===== src/sv/pidtaw_pkg.sv =====
// ----------------------------------------------------------------------------
// pidtaw_pkg
// Shared types and register indexes for the PID controller with windup clamp.
// ----------------------------------------------------------------------------
package pidtaw_pkg;

  localparam int DATA_W  = 32;
  localparam int LIMIT_W = 31;
  localparam int OPND_W  = 33;
  localparam int PROD_W  = 49;
  localparam int SUM_W   = 51;
  localparam int DRIVE_W = 16;
  localparam int INDEX_W = 3;

  localparam logic [INDEX_W-1:0] REG_PROP_GAIN    = 3'd0;
  localparam logic [INDEX_W-1:0] REG_INTEG_COEFF  = 3'd1;
  localparam logic [INDEX_W-1:0] REG_DERIV_COEFF  = 3'd2;
  localparam logic [INDEX_W-1:0] REG_WINDUP_LIMIT = 3'd3;
  localparam logic [INDEX_W-1:0] REG_OUTPUT_LIMIT = 3'd4;

  typedef struct packed {
    logic signed [DATA_W-1:0] prop_gain;
    logic signed [DATA_W-1:0] integ_coeff;
    logic signed [DATA_W-1:0] deriv_coeff;
    logic [LIMIT_W-1:0]       windup_limit;
    logic [LIMIT_W-1:0]       output_limit;
  } cfg_t;

  typedef struct packed {
    logic signed [PROD_W-1:0] p;
    logic signed [PROD_W-1:0] d;
    logic signed [PROD_W-1:0] r;
    logic                     e_zero;
    logic                     e_neg;
  } prod_t;

endpackage


===== src/sv/pidtaw_qmul.sv =====
// ----------------------------------------------------------------------------
// pidtaw_qmul
// Q16.16 signed multiply, full-width product truncated toward zero.
// ----------------------------------------------------------------------------
module pidtaw_qmul
  import pidtaw_pkg::*;
(
  input  logic signed [OPND_W-1:0] a,
  input  logic signed [DATA_W-1:0] b,
  output logic signed [PROD_W-1:0] res
);

  logic [OPND_W-1:0]        a_mag;
  logic [DATA_W-1:0]        b_mag;
  logic [OPND_W+DATA_W-1:0] prod;
  logic [PROD_W-1:0]        shifted;
  logic                     neg;

  always_comb begin
    a_mag   = a[OPND_W-1] ? (~a + OPND_W'(1)) : a;
    b_mag   = b[DATA_W-1] ? (~b + DATA_W'(1)) : b;
    prod    = (OPND_W+DATA_W)'(a_mag) * (OPND_W+DATA_W)'(b_mag);
    shifted = prod[OPND_W+DATA_W-1:16];
    neg     = a[OPND_W-1] ^ b[DATA_W-1];
    res     = neg ? $signed(~shifted + PROD_W'(1)) : $signed(shifted);
  end

endmodule


===== config.mk =====
export PLATFORM = sky130hd
export DESIGN_NAME = pidtaw_qmul
export DESIGN_NICKNAME = d
export VERILOG_FILES = /design/src/sv/pidtaw_pkg.sv /design/src/sv/pidtaw_qmul.sv
export SDC_FILE = /design/constraint.sdc
export NUM_CORES = 2
export LEC_CHECK = 0
export BUFFER_PORTS_ARGS = -buffer_cell sky130_fd_sc_hd__buf_2
export CORE_UTILIZATION = 40
export DETAILED_ROUTE_END_ITERATION = 8
export GPL_TIMING_DRIVEN = 0
export PLACE_DENSITY_LB_ADDON = 0.05
export RECOVER_POWER = 100
export SETUP_SLACK_MARGIN = 0.05
export SYNTH_ARGS = -nofsm -noshare
export SYNTH_HDL_FRONTEND = slang
export SYNTH_SLANG_ARGS = --single-unit

===== constraint.sdc =====
create_clock -name vclk -period 27.5
set_input_delay 2.75 -clock vclk [all_inputs]
set_output_delay 2.75 -clock vclk [all_outputs]
set_load 0.01 [all_outputs]

; ---- After elaboration in Yosys (flattened, before gate mapping)
; Cells that the tools add are included.
[totals]
ff_bits = 0
in_bits = 65
output_inout_bits = 49
word_cells = 11
[classes]
n_addsub = 3
n_mul = 1
n_mux = 3
bitwise_logic = 4
[ops]
columns = operator, count
row1 = multiplier 33 x 32 -> 65 bit, 1
row2 = "adder 49 x 1 -> 49 bit, second input constant", 1
row3 = two-way mux 49 bit, 1
row4 = inverter 49 bit, 1
row5 = "adder 33 x 2 -> 33 bit, second input constant", 1
row6 = two-way mux 33 bit, 1
row7 = inverter 33 bit, 1
row8 = "adder 32 x 2 -> 32 bit, second input constant", 1
row9 = two-way mux 32 bit, 1
row10 = inverter 32 bit, 1
row11 = XOR 1 bit, 1

; ---- Depth between registers and ports, before layout
[depth]
depth_word = 7
mapped_depth = 39
depth_no_buf = 35

; ---- Worst setup path before layout
; Ideal clock, no wire load.
[synth_path]
path_kind = input-to-output
start = in b[5]
end = out res[45]
arrival_ns = 14.023
required_ns = 24.750
setup_slack_ns = 10.727
cell_stages = 35
path_buffers = 3
cell_sequence = or4_1 > or3_1 > or4_1 > or3_1 > or4_1 > or3_1 > o31a_1 > xor2_1 > clkbuf_1 > nand2_1 > fa_1 > inv_1 > fa_1 > fa_1 > fa_1 > fa_1 > fa_1 > fa_1 > inv_1 > fa_1 > inv_1 > ha_1 > clkbuf_1 > a21oi_1 > o21ai_0 > a21o_1 > a221o_1 > or4_1 > o211ai_1 > nand2_1 > or4_1 > or4_1 > buf_2 > o41ai_2 > xor2_1
[synth_via]
elab_chain_cells = 7
[synth_rtl]
columns = element, line
row1 = start: declaration, pidtaw_qmul.sv:9  ; input logic signed [DATA_W-1:0] b,
row2 = inverter 32 bit, pidtaw_qmul.sv:21  ; b_mag = b[DATA_W-1] ? (~b + DATA_W'(1)) : b;
row3 = adder 32 x 2 -> 32 bit, pidtaw_qmul.sv:21
row4 = two-way mux 32 bit (*), pidtaw_qmul.sv:21
row5 = multiplier 33 x 32 -> 65 bit (*), pidtaw_qmul.sv:22  ; prod = (OPND_W+DATA_W)'(a_mag) * (OPND_W+DATA_W)'(b_mag);
row6 = inverter 49 bit, pidtaw_qmul.sv:25  ; res = neg ? $signed(~shifted + PROD_W'(1)) : $signed(shifted);
row7 = adder 49 x 1 -> 49 bit, pidtaw_qmul.sv:25
row8 = two-way mux 49 bit (*), pidtaw_qmul.sv:25
row9 = end: declaration, pidtaw_qmul.sv:10  ; output logic signed [PROD_W-1:0] res
; Mark *: on every way between the ends. The rest lies on a longest branch, timed or not.

; ---- Worst setup path in the final report
[layout_path]
start = in a[0]
end = out res[45]
[layout_via]
elab_chain_cells = 7
[layout_rtl]
columns = element, line
row1 = start: declaration, pidtaw_qmul.sv:8  ; input logic signed [OPND_W-1:0] a,
row2 = inverter 33 bit, pidtaw_qmul.sv:20  ; a_mag = a[OPND_W-1] ? (~a + OPND_W'(1)) : a;
row3 = adder 33 x 2 -> 33 bit, pidtaw_qmul.sv:20
row4 = two-way mux 33 bit (*), pidtaw_qmul.sv:20
row5 = multiplier 33 x 32 -> 65 bit (*), pidtaw_qmul.sv:22
row6 = inverter 49 bit, pidtaw_qmul.sv:25
row7 = adder 49 x 1 -> 49 bit, pidtaw_qmul.sv:25
row8 = two-way mux 49 bit (*), pidtaw_qmul.sv:25
; Marked as above.

==> summary.txt <==
Status = complete, but fails checks
Failing checks = capacitance limit, slew limit
Core box area = 0.0899 mm²
GP Congestion = 1.00
Drt first pass iters = 7
Top cells by count, synth = 925 x fa_1, 914 x inv_1, 736 x nand2_1
Required time of the worst setup path = 24.75 ns
Via/cell ratio = 5.52
Worst Tran Pin Value = 1.59 ns
Slew Limit Fails = 19
ANT nets after route = 0
Starting Density = 40.3%
Critical path class = input pin to output pin
Post-synth top area cell = fa_1
CP Launch Point = a[0]
GRT Total Usage = 34.2%
Mean Syn Cell Area = 8.38 µm²
DR iter-0 viols = 2,846
Worst setup path endpoint = res[45]
Syn Inst Count = 4,324
Synth Area in Simple Gates = 16.6%
Max Freq = 0.0492 GHz
Clk_buf instances = 0
Worst setup EP type = output pin
Unrepaired setup endpoints after global routing = false
CP most frequent cell = fa_1
Via count = 31,100
Routed WL = 154 mm
Die extent in x = 303 µm
DR DRC count = 0
Input/output buffers = 111
Setup_tns = 0 ns
HP Class = input pin to output pin
Mux cell area share after synthesis = 0.252%
Largest net degree at the start of global routing = 11
Post-synth top area share = 51.1%
Ports = 114
Top-count cell post-synth = fa_1
Synth warnings = 0
Worst path slowest cell = clkbuf_1
Hold Vio Cnt, Final = 0
Antenna violations before repair = 10
Worst EP arrival = 17.58 ns
Die area = 0.0918 mm²
Area growth, synth to finish = 6.44%
Cts repair resizes = 0
Std-Cell Rows = 110
Seq cells = 0
CTS hold repair buffers = 0
Minimum clock period = 20.33 ns
Hold Crit Depth = 5
Seq/Total Area, Yosys = 0%
Final period util = 73.9%
Post-CTS Setup Bufs = 0
Synth Area in XOR/XNOR = 4.87%
Relative slew slack = -6.35%
Crit path largest cell delay = 0.82 ns
Critical Path Fanout Max = 10
Area contributors post-synth = fa_1 51%, inv_1 9.5%, ha_1 9.1%
Hold_ws = 6.38 ns
Cell area after synthesis = 0.0362 mm²
Vias in the first global route = 30,900
Die H = 303 µm
Netlist cell types = 84
Share of layout cells above drive strength 1 = 3.24%
Dpl hpwl = 136 mm
Largest family of logic cells by synthesized area = adder cells
Startpoint types = input pin
Synth Area in Compound Gates = 6.55%
Layout Nets = 5,706
Final setup fails = 0
Syn Nets = 5,578
Adder-Cell Fraction of Synth Area = 60.2%
First-pass GRT wire length = 222 mm
FF/Latch Area = 0 µm²
Wire per inst = 27.4 µm
Overflow after GRT = 0
Max cap viols = 3
## worst min path at each step
stage | from | endpoint
after floorplan | b[31] | res[14]
after global placement | b[31] | res[14]
after detailed placement | b[31] | res[14]
after CTS | b[31] | res[14]
after global routing | b[31] | res[14]
final | b[31] | res[14]
## cell usage in the layout, fill, tap and decap left out, types with 5 or more instances in the layout
cell | netlist | final
buf_8 | 0 | 10
a21o_1 | 15 | 15
o2111ai_1 | 5 | 5
inv_1 | 914 | 914
a21oi_1 | 91 | 91
and2_1 | 17 | 16
nand4_1 | 42 | 42
xor2_2 | 0 | 8
clkbuf_1 | 189 | 233
buf_2 | 8 | 76
nand2_1 | 736 | 736
or4_1 | 22 | 22
diode_2 | 0 | 7
a211oi_1 | 7 | 7
o41ai_1 | 7 | 9
xor2_1 | 87 | 79
xnor2_1 | 109 | 96
nand2b_1 | 7 | 7
a31oi_1 | 16 | 16
nor3_1 | 22 | 22
or3_1 | 20 | 20
ha_1 | 264 | 264
o31ai_1 | 28 | 28
nand3_1 | 13 | 13
xnor2_2 | 3 | 16
nor2_1 | 522 | 522
o21bai_1 | 10 | 10
o21ai_0 | 99 | 100
o21ai_1 | 6 | 5
or2_2 | 6 | 6
o21a_1 | 9 | 9
nor4_1 | 9 | 9
fa_1 | 925 | 925
## metal layers
metal	vias up	GRT usage, %	wire [µm]
met5	-	0	13
met4	2	14.0	8250
met3	287	6.32	13800
met2	1418	53.4	69100
met1	16100	46.8	63100
li1	13300	-	-
## kinds of logic (layout without fill, tap and decap cells)
kind of cell               count (synthesis)  after routing
and+or+nand+nor                         1450           1450
adders and majority gates               1189           1189
buffers and inverters                   1114           1240
AOI/OAI and AO/OA                        364            364
xor gates and xnor gates                 199            199
muxes                                      8              8
other                                      0              7
## metrics by stage
stage,cell area (µm²),setup WS (ns),utilization (%),cells
after detailed placement,38600,7.68,43.0,5625
after global placement,38300,7.27,42.6,5611
after floorplan,36200,10.73,-,4324
final,38600,7.17,42.9,5633
after CTS,38600,7.61,43.0,5625
after global routing,38600,6.77,42.9,5626
## critical path: cells and delay by family
family | cells | cell delay (ns)
AOI/OAI and AO/OA | 4 | 1.93
and+or+nand+nor | 10 | 3.75
xor gates and xnor gates | 3 | 0.66
adders and majority gates | 10 | 4.51
buffers and inverters | 13 | 3.90
## cell type report
class	count	area (µm²)
Antenna cell	7	17.5
Buffer	200	766
Fill cell	9420	51300
Inverter	914	3430
Multi-Input combinational cell	3210	32200
Tap cell	1176	1470
Timing Repair Buffer	126	699
