## config.mk

```make
export PLATFORM = sky130hd
export DESIGN_NAME = pidtaw_update
export DESIGN_NICKNAME = d
export VERILOG_FILES = /design/src/sv/pidtaw_pkg.sv /design/src/sv/pidtaw_update.sv
export SDC_FILE = /design/constraint.sdc
export NUM_CORES = 1
export LEC_CHECK = 0
export ABC_AREA = 1
export BUFFER_PORTS_ARGS = -buffer_cell sky130_fd_sc_hd__buf_4
export CAP_MARGIN = 30
export CORE_ASPECT_RATIO = 1.25
export CORE_MARGIN = 2
export CORE_UTILIZATION = 30
export DETAILED_ROUTE_END_ITERATION = 6
export PLACE_DENSITY = 0.55
export SYNTH_ARGS = -nofsm -noshare
export SYNTH_HDL_FRONTEND = slang
export SYNTH_SLANG_ARGS = --single-unit
```

## constraint.sdc

```tcl
create_clock -name clk -period 17.1 [get_ports clk]
set_input_delay 2.565 -clock clk [delete_from_list [all_inputs] [get_ports clk]]
set_output_delay 2.565 -clock clk [all_outputs]
set_load 0.01 [all_outputs]
```

## src/sv/pidtaw_pkg.sv

```systemverilog
// ----------------------------------------------------------------------------
// pidtaw_pkg
// Shared types and register indexes for the PID controller with windup clamp.
// ----------------------------------------------------------------------------
package pidtaw_pkg;

  localparam int DATA_W  = 32;
  localparam int LIMIT_W = 31;
  localparam int OPND_W  = 33;
  localparam int PROD_W  = 49;
  localparam int SUM_W   = 51;
  localparam int DRIVE_W = 16;
  localparam int INDEX_W = 3;

  localparam logic [INDEX_W-1:0] REG_PROP_GAIN    = 3'd0;
  localparam logic [INDEX_W-1:0] REG_INTEG_COEFF  = 3'd1;
  localparam logic [INDEX_W-1:0] REG_DERIV_COEFF  = 3'd2;
  localparam logic [INDEX_W-1:0] REG_WINDUP_LIMIT = 3'd3;
  localparam logic [INDEX_W-1:0] REG_OUTPUT_LIMIT = 3'd4;

  typedef struct packed {
    logic signed [DATA_W-1:0] prop_gain;
    logic signed [DATA_W-1:0] integ_coeff;
    logic signed [DATA_W-1:0] deriv_coeff;
    logic [LIMIT_W-1:0]       windup_limit;
    logic [LIMIT_W-1:0]       output_limit;
  } cfg_t;

  typedef struct packed {
    logic signed [PROD_W-1:0] p;
    logic signed [PROD_W-1:0] d;
    logic signed [PROD_W-1:0] r;
    logic                     e_zero;
    logic                     e_neg;
  } prod_t;

endpackage

```

## src/sv/pidtaw_update.sv

```systemverilog
// ----------------------------------------------------------------------------
// pidtaw_update
// Sum, anti-windup select, output clamp, stored output and drive register.
// ----------------------------------------------------------------------------
module pidtaw_update
  import pidtaw_pkg::*;
(
  input  logic                      clk,
  input  logic                      rst,
  input  logic                      load,
  input  prod_t                     terms,
  input  cfg_t                      cfg,
  output logic signed [DRIVE_W-1:0] drive
);

  logic signed [DATA_W-1:0]  prev_output;
  logic signed [DATA_W-1:0]  prev_output_next;
  logic signed [DRIVE_W-1:0] drive_next;
  logic signed [SUM_W-1:0]   pd;
  logic signed [SUM_W-1:0]   r_term;
  logic signed [SUM_W-1:0]   y_sum;
  logic signed [SUM_W-1:0]   y_sel;
  logic signed [SUM_W-1:0]   y_clamp;
  logic signed [SUM_W-1:0]   wl;
  logic signed [SUM_W-1:0]   ol;
  logic                      over;
  logic                      same;
  logic [DATA_W-1:0]         y_mag;
  logic [DRIVE_W-1:0]        m;

  always_comb begin
    wl     = $signed(SUM_W'(cfg.windup_limit));
    ol     = $signed(SUM_W'(cfg.output_limit));
    pd     = SUM_W'(terms.p) + SUM_W'(terms.d);
    r_term = (cfg.integ_coeff == '0) ? '0 : (SUM_W'(terms.r) + SUM_W'(prev_output));
    y_sum  = pd + r_term;
    over   = (y_sum > wl) || (y_sum < -wl);
    same   = terms.e_zero || (y_sum == '0) || (terms.e_neg == y_sum[SUM_W-1]);
    y_sel  = (over && same) ? pd : y_sum;
    priority if (y_sel > ol) begin
      y_clamp = ol;
    end else if (y_sel < -ol) begin
      y_clamp = -ol;
    end else begin
      y_clamp = y_sel;
    end
    prev_output_next = y_clamp[DATA_W-1:0];
    y_mag = prev_output_next[DATA_W-1] ? (~prev_output_next + DATA_W'(1))
                                       : prev_output_next;
    m = {1'b0, y_mag[30:16]};
    drive_next = prev_output_next[DATA_W-1] ? $signed(~m + DRIVE_W'(1)) : $signed(m);
  end

  always_ff @(posedge clk) begin
    if (rst) begin
      prev_output <= '0;
    end else if (load) begin
      prev_output <= prev_output_next;
    end
  end

  always_ff @(posedge clk) begin
    if (load) begin
      drive <= drive_next;
    end
  end

endmodule

```

Word-level counts from Yosys, hierarchy flattened --
Index checks and enable logic that the tools add are counted.
Operators by class: add/sub/neg operators 7, multiply operators 0, div/mod/pow operators 0, order comparisons 4, equality and inequality tests 1, shift-type cells 0, multiplexer cells 6, bitwise logic cells 2, reductions and logical operators 6
Operators by type and width (number):
- $gt 51x32->1 | 2
- $lt 51x51->1 | 2
- $mux 51 | 2
- $neg 31->51 | 2
- $mux 32 | 2
- $add 50x51->51 | 1
- $logic_not 51->1 | 1
- $add 49x32->50 | 1
- $add 49x49->50 | 1
- $logic_not 32->1 | 1
- $add 31x2->31 const B | 1
- $mux 31 | 1
- $not 31->31 | 1
- $add 16x1->16 const B | 1
- $not 15->16 | 1
- $mux 15 | 1
- $logic_or 1x1->1 | 3
- $eq 1x1->1 | 1
- $logic_and 1x1->1 | 1
Word-level totals: register bits 48, latch bits 0, bits in writable memories 0, ROM bits 0, bits of input ports 310, output and inout port bits 16, word-level logic and storage cells 29, memories 0

Depth between registers and ports, before layout --
Gate-level depths: netlist (run 1).
depth in word-level cells 17, gate-level depth with buffers 99, depth with buffers taken out 96

Worst setup path before layout (run 1) --
No wires, ideal clock.
path type input to register, from in terms[2] (netlist bit), to reg drive[14], data pin, library setup time 0.249 ns, arrival 13.561 ns, required time 16.851 ns, slack 3.290 ns, stages 94, path buffers 5, cell sequence ha_1 fa_1 nand2_1 inv_1 nand2_1 nand2_1 inv_1 o21ai_0 nand3_1 nand2_1 a21oi_1 o21bai_1 inv_1 o21ai_0 inv_1 o31ai_1 nand2_1 inv_1 (+58 left out) clkbuf_1 o21ai_0 nand2_1 nand2_1 nor2_1 nand2_1 nor2_2 nand2_1 nand3_1 and2_2 ha_1 nand3_1 nor2_2 nand2_1 nand2_1 nand3_1 nand2_1 inv_1
On the way: cells in the longest elaborated chain, start to end 17, elaborated cells on any way between the ends 22, those cells by class add/sub: 4; order compare: 4; eq/ne: 1; mux: 6; bitwise: 2; reduce/logical: 5
Ends and longest elaborated chain:
- from (decl) | line pidtaw_update.sv:11 | input prod_t terms,
- $add 49x32->50 * | line pidtaw_update.sv:35 | r_term = (cfg.integ_coeff == '0) ? '0 : (SUM_W'(terms.r) + SUM_W'(prev_output));
- $mux 51 * | line pidtaw_update.sv:35
- $add 50x51->51 * | line pidtaw_update.sv:36 | y_sum = pd + r_term;
- branches (longest 4 deep; another with $gt 51x32->1)
- $mux 51 * | line pidtaw_update.sv:39 | y_sel = (over && same) ? pd : y_sum;
- $lt 51x51->1 | line pidtaw_update.sv:42 | end else if (y_sel < -ol) begin
- $mux 32 | line pidtaw_update.sv:42
- $mux 32 * | line pidtaw_update.sv:40 | priority if (y_sel > ol) begin
- $not 31->31 | line pidtaw_update.sv:48 | y_mag = prev_output_next[DATA_W-1] ? (~prev_output_next + DATA_W'(1))
- $add 31x2->31 | line pidtaw_update.sv:48
- $mux 31 | line pidtaw_update.sv:48
- $not 15->16 | line pidtaw_update.sv:51 | drive_next = prev_output_next[DATA_W-1] ? $signed(~m + DRIVE_W'(1)) : $signed(m);
- $add 16x1->16 | line pidtaw_update.sv:51
- $mux 15 * | line pidtaw_update.sv:51
- named net drive_next[14] | line pidtaw_update.sv:18 | logic signed [DRIVE_W-1:0] drive_next;
- to (signal assigned) | line pidtaw_update.sv:64 | drive <= drive_next;
- to (decl) | line pidtaw_update.sv:13 | output logic signed [DRIVE_W-1:0] drive
Mark *: on every way through the listed nets, which the timed path passes. A chain may end at the register's enable or synchronous reset.

Final worst setup path (run 1) --
from in terms[2] (netlist bit), to reg drive[12], data pin
Same word-level chain as after synthesis.

==> impl_metrics.env, run 1 <==
export IMPL_status="finished, final reports clean"
export IMPL_ant_nets=0
export IMPL_yosys_warnings=0
export IMPL_period_needed_ns=15.73
export IMPL_syn_instance_count=3421
export IMPL_cts_sinks=48
export IMPL_clock_latency_ns=0.31
export IMPL_path_max_fanout=23
export IMPL_grt_overflow=0
export IMPL_crit_path_start_kind="input port"
export IMPL_synth_common_cells="996 x nand2_1, 478 x inv_1, 390 x nor2_1"
export IMPL_antenna_found_initial=0
export IMPL_end_kind="flip-flop"
export IMPL_yosysSeqAreaShare=0.05827
export IMPL_crit_slowest_cell="ha_1"
export IMPL_cap_viol_max_count=0
export IMPL_finalSetupViolCount=0
export IMPL_grt_pass1_vias=21190
export IMPL_synth_top_area_frac=0.1983
export IMPL_ys_ff_latch=48
export IMPL_critical_path_class="input port to flip-flop"
export IMPL_yosysUniqueCellTypes=54
export IMPL_clock_skew_ns=0.008302
export IMPL_tns_ns=0
export IMPL_synth_nets=4039
export IMPL_rows=103
export IMPL_syn_area_mm2=0.01924
export IMPL_async_flop_share=0
export IMPL_drtIter0Drc=1111
export IMPL_antenna_cells=0
export IMPL_totalWireLength_mm=76.76
export IMPL_fmax_ghz=0.06357
export IMPL_synth_most_common_cell="nand2_1"
export IMPL_hold_buffers=0
export IMPL_min_path_type="flip-flop to flip-flop"
export IMPL_dieArea_mm2=0.06619
export IMPL_syn_area_per_cell_um2=5.624
export IMPL_port_buffers=261
export IMPL_crit_buf_inv=13
export IMPL_worst_pin_slew_ns=0.8084
export IMPL_dieHeight_um=287.1
export IMPL_clk_pin_slew_worst_paths_ns=0.07
export IMPL_drt_vias_per_instance=4.963
export IMPL_nNetsFinal=4267
export IMPL_clock_path_buffers=2
export IMPL_synthToLayoutAreaGrowth_pct=15.86
export IMPL_synth_area_leaders="ha_1 20%, nand2_1 19%, inv_1 9.3%, nor2_1 7.6%, a21oi_1 6.9%"
export IMPL_grt_usage=0.2234
export IMPL_cts_made_buffers=5
export IMPL_hold_violations=0
export IMPL_cp_common_cell="nand2_1"
export IMPL_coreArea_mm2=0.06328
export IMPL_drive_above_1_share=0.09753
export IMPL_grt_pass1_wl_mm=116.3
export IMPL_postCtsSetupRepairBufs=0
export IMPL_max_slew_margin=0.4604
export IMPL_synth_largest_area_cell="ha_1"
export IMPL_synth_edff_count=16
export IMPL_start_util=0.3041
export IMPL_drv_slew=0
export IMPL_gp_congestion=0.9904
export IMPL_cts_resized=0
export IMPL_vias=22280
export IMPL_rsz0062_at_grt="no"
export IMPL_grt_max_degree=81
export IMPL_fin_crit_sh=0.9199
export IMPL_place_hpwl_mm=68.50
export IMPL_wl_per_cell_um=17.10
export IMPL_crit_arrival_ns=15.80
export IMPL_synth_main_ff_cell="dfxtp_1"
export IMPL_drc=0
export IMPL_htreeDepth=2
export IMPL_max_stage_delay_ns=0.35
export IMPL_required_ns=17.17
export IMPL_io_pins=326
export IMPL_cpLargestDelayFamily="simple AND/OR/NAND/NOR gates"
export IMPL_cts_tree="built"
export IMPL_die_x_um=230.5
export IMPL_cts_root_buf="clkbuf_16"
export IMPL_drt_pre_antenna_iters=7
layout by cell type (no fill, tap or decap), drive strengths merged, types with 46 or more instances in the layout:
cell / instances
a21oi: 267
o21ai: 189
inv: 488
nand4: 89
buf: 278
xor2: 108
ha: 305
nand3: 163
nor2: 404
nand2: 1012
nor3: 46
metal layers:
metal	wire (um)	vias up	track usage
met3	2306	115	0.009623
met1	32490	9950	0.2640
met5	0	-	0
li1	-	11750	-
met4	3154	0	0.08774
met2	38810	469	0.4215
stage by stage:
step	std cells	hold WS, ns	setup WS (ns)	cell area, um^2	util
after floorplan	3421	0.4531	3.290	19240	-
after global placement	4481	0.4664	0.7716	22080	0.3490
after detailed placement	4482	0.4744	0.7526	22110	0.3494
after CTS	4490	0.4921	1.044	22280	0.3521
after global routing	4490	0.5128	0.09396	22290	0.3523
final	4490	0.4892	1.369	22290	0.3523
flip-flops by register name, indices dropped and copies added, names as in the netlist:
register / count
drive: 16
prev_output: 32
layout make-up:
cell class | count | area (um^2)
fillers | 7280 | 40980
multi-input cells | 2825 | 15980
repair buffers | 278 | 2127
inverters | 491 | 1846
well taps | 840 | 1051
clock inverters | 2 | 17.52
clock buffers | 6 | 150.1
flip-flops and latches | 48 | 1121
kinds of logic (layout without fill, tap and decap cells):
kind of cell,count (synthesis),in the layout,synth area share
AO/OA/AOI/OAI,604,604,0.1756
AND/OR/NAND/NOR,1766,1766,0.3861
XOR/XNOR,147,147,0.06691
flip-flops,48,48,0.05826
buffers and inverters,548,777,0.1117
adder cells (fa/ha/maj),308,308,0.2015
worst paths after layout:
check / from / to / slack (ns) / cells past startpoint
hold / removal: prev_output[10]$_SDFFE_PP0P_ / prev_output[10]$_SDFFE_PP0P_ / 0.49 / 2
setup / recovery: terms[2] / drive[12]$_DFFE_PP_ / 1.37 / 91
hold reg to reg: prev_output[10]$_SDFFE_PP0P_ / prev_output[10]$_SDFFE_PP0P_ / 0.49 / 2
setup reg to reg: prev_output[0]$_SDFFE_PP0P_ / drive[12]$_DFFE_PP_ / 3.36 / 90
worst reg2reg max path, delay by kind of cell (launching register included):
kind,cells,cell delay [ns]
and+or+nand+nor,48,5.79
adders and majority gates,5,1.20
DFF,1,0.35
AOI/OAI and AO/OA,25,4.82
buffers and inverters,12,1.33
Power of run 1 is not shown: default switching activity piles up to over one toggle a cycle in this logic, so the estimate is an artifact.
==> run 2: changes to the inputs <==
Settings changed: CORE_UTILIZATION 30 to 35, PLACE_DENSITY 0.55 to 0.61.
==> run 2 against run 1 <==
Net effect:
- the run now ends with design-rule violations left
- clock skew rose by 0.0047 ns
- register-to-register slack hardly changed
- flip-flop and latch count did not move
- design area down 0.70%
- core utilization grew 5.3 points
- first-iteration DRC count up 19%
- critical endpoint is now drive[14]$_DFFE_PP_
==> impl_metrics.env, run 2 (synthesized netlist as in run 1, its figures left out) <==
export IMPL_status="finished, violations left"
export IMPL_failed_checks="design-rule violations"
export IMPL_r2r_end="drive[14]$_DFFE_PP_"
export IMPL_antenna_found_initial=0
export IMPL_final_cells=4384
export IMPL_max_stage_delay_ns=0.41
export IMPL_nNetsFinal=4266
export IMPL_path_max_fanout=50
export IMPL_crit_path_start_kind="input port"
export IMPL_die_x_um=213.7
export IMPL_coreArea_mm2=0.05465
export IMPL_top_regs="prev_output x32, drive x16"
export IMPL_ant_nets=0
export IMPL_min_path_cells=2
export IMPL_crit_arrival_ns=15.80
export IMPL_start_util=0.3521
export IMPL_antenna_cells=0
export IMPL_crit_slowest_cell="ha_1"
export IMPL_clock_skew_ns=0.01298
export IMPL_synthToLayoutAreaGrowth_pct=15.05
export IMPL_fin_area_mm2=0.02214
export IMPL_clk_pin_slew_worst_paths_ns=0.07
export IMPL_worst_r2r_setup_slack_ns=3.37
export IMPL_largest_reg_flops=32
export IMPL_hold_violations=0
export IMPL_critical_path_class="input port to flip-flop"
export IMPL_dieHeight_um=266.1
export IMPL_dieArea_mm2=0.05688
export IMPL_layout_common_cells="996 x nand2_1, 478 x inv_1, 389 x nor2_1"
export IMPL_place_hpwl_mm=65.11
export IMPL_cap_viol_max_count=0
export IMPL_r2r_start="prev_output[0]$_SDFFE_PP0P_"
export IMPL_cts_root_buf="clkbuf_16"
export IMPL_cts_tree="built"
export IMPL_layout_commonest_cell="nand2_1"
export IMPL_grt_pass1_wl_mm=112.6
export IMPL_drt_vias_per_instance=5.128
export IMPL_port_buffers=261
export IMPL_drive_above_1_share=0.09701
export IMPL_dp_cells=4376
export IMPL_finalSetupViolCount=0
export IMPL_end_kind="flip-flop"
export IMPL_required_ns=17.18
export IMPL_top_register="prev_output"
export IMPL_wl_per_cell_um=16.71
export IMPL_drt_pre_antenna_iters=7
export IMPL_postCtsSetupRepairBufs=0
export IMPL_drtIter0Drc=1327
export IMPL_reg2regPathDepth=92
export IMPL_worst_slack_ns=1.374
export IMPL_drc=2
export IMPL_clock_latency_ns=0.31
export IMPL_rows=96
export IMPL_min_path_type="flip-flop to flip-flop"
export IMPL_vias=22480
export IMPL_drv_slew=0
export IMPL_pre_cts_ws_ns=0.7777
export IMPL_rsz0062_at_grt="no"
export IMPL_grt_max_degree=81
export IMPL_period_needed_ns=15.73
export IMPL_io_pins=326
export IMPL_totalWireLength_mm=73.26
export IMPL_fmax_ghz=0.06359
export IMPL_worst_pin_slew_ns=0.7819
export IMPL_grt_overflow=0
export IMPL_cts_sinks=48
export IMPL_cp_common_cell="nand2_1"
export IMPL_htreeDepth=2
export IMPL_worstHoldStart="prev_output[14]$_SDFFE_PP0P_"
export IMPL_gp_congestion=0.9954
export IMPL_tns_ns=0
export IMPL_fin_crit_sh=0.9196
export IMPL_clock_path_buffers=2
export IMPL_holdPathEnd="prev_output[14]$_SDFFE_PP0P_"
export IMPL_dpl_cell_area_mm2=0.02196
export IMPL_cts_made_buffers=5
export IMPL_grt_pass1_vias=21060
export IMPL_max_slew_margin=0.4739
export IMPL_grt_usage=0.2527
==> run 2: worst max-delay path by stage <==
stage	slack [ns]	from	endpoint	cells past startpoint
after floorplan	3.29	terms[2]	drive[14]$_DFFE_PP_	94
after global placement	0.93	terms[2]	drive[14]$_DFFE_PP_	92
after detailed placement	0.78	terms[2]	drive[14]$_DFFE_PP_	93
after CTS	1.08	terms[2]	drive[14]$_DFFE_PP_	93
after global routing	0.13	terms[2]	drive[13]$_DFFE_PP_	94
final	1.37	terms[2]	drive[14]$_DFFE_PP_	93
==> run 2: layout make-up <==
class | count | area, um^2
flip-flops and latches | 48 | 1121
repair buffers | 277 | 2103
clock inverters | 2 | 17.52
multi-input cells | 2825 | 15980
fillers | 6227 | 32510
clock buffers | 6 | 150.1
inverters | 491 | 1847
well taps | 735 | 919.6
==> run 2: routing by layer <==
layer / share of wire / GRT usage
met2: 0.50 / 0.4717
met3: 0.037 / 0.008133
met5: 0 / 0
met1: 0.42 / 0.3009
met4: 0.044 / 0.1006
==> run 2: what timing repair did <==
| action | in CTS | in global routing |
|---|---|---|
| endpoints found under the setup margin | 0 | 15 |
| resized for setup | 0 | 7 |
| hold buffers | 0 | 0 |
==> run 2: worst max-delay path, delay by kind of cell <==
| kind | cells | cell delay (ns) |
|---|---|---|
| compound gates | 28 | 5.45 |
| buf+inv | 13 | 1.37 |
| fa+ha+maj | 5 | 1.42 |
| simple gates | 47 | 4.93 |
==> run 2: through the flow <==
step,hold WS (ns),util
after CTS,0.4924,0.4049
after floorplan,0.4531,-
after detailed placement,0.4743,0.4018
final,0.4945,0.4051
after global routing,0.5139,0.4051
after global placement,0.4666,0.4013
Power of run 2 is left out for the same reason.
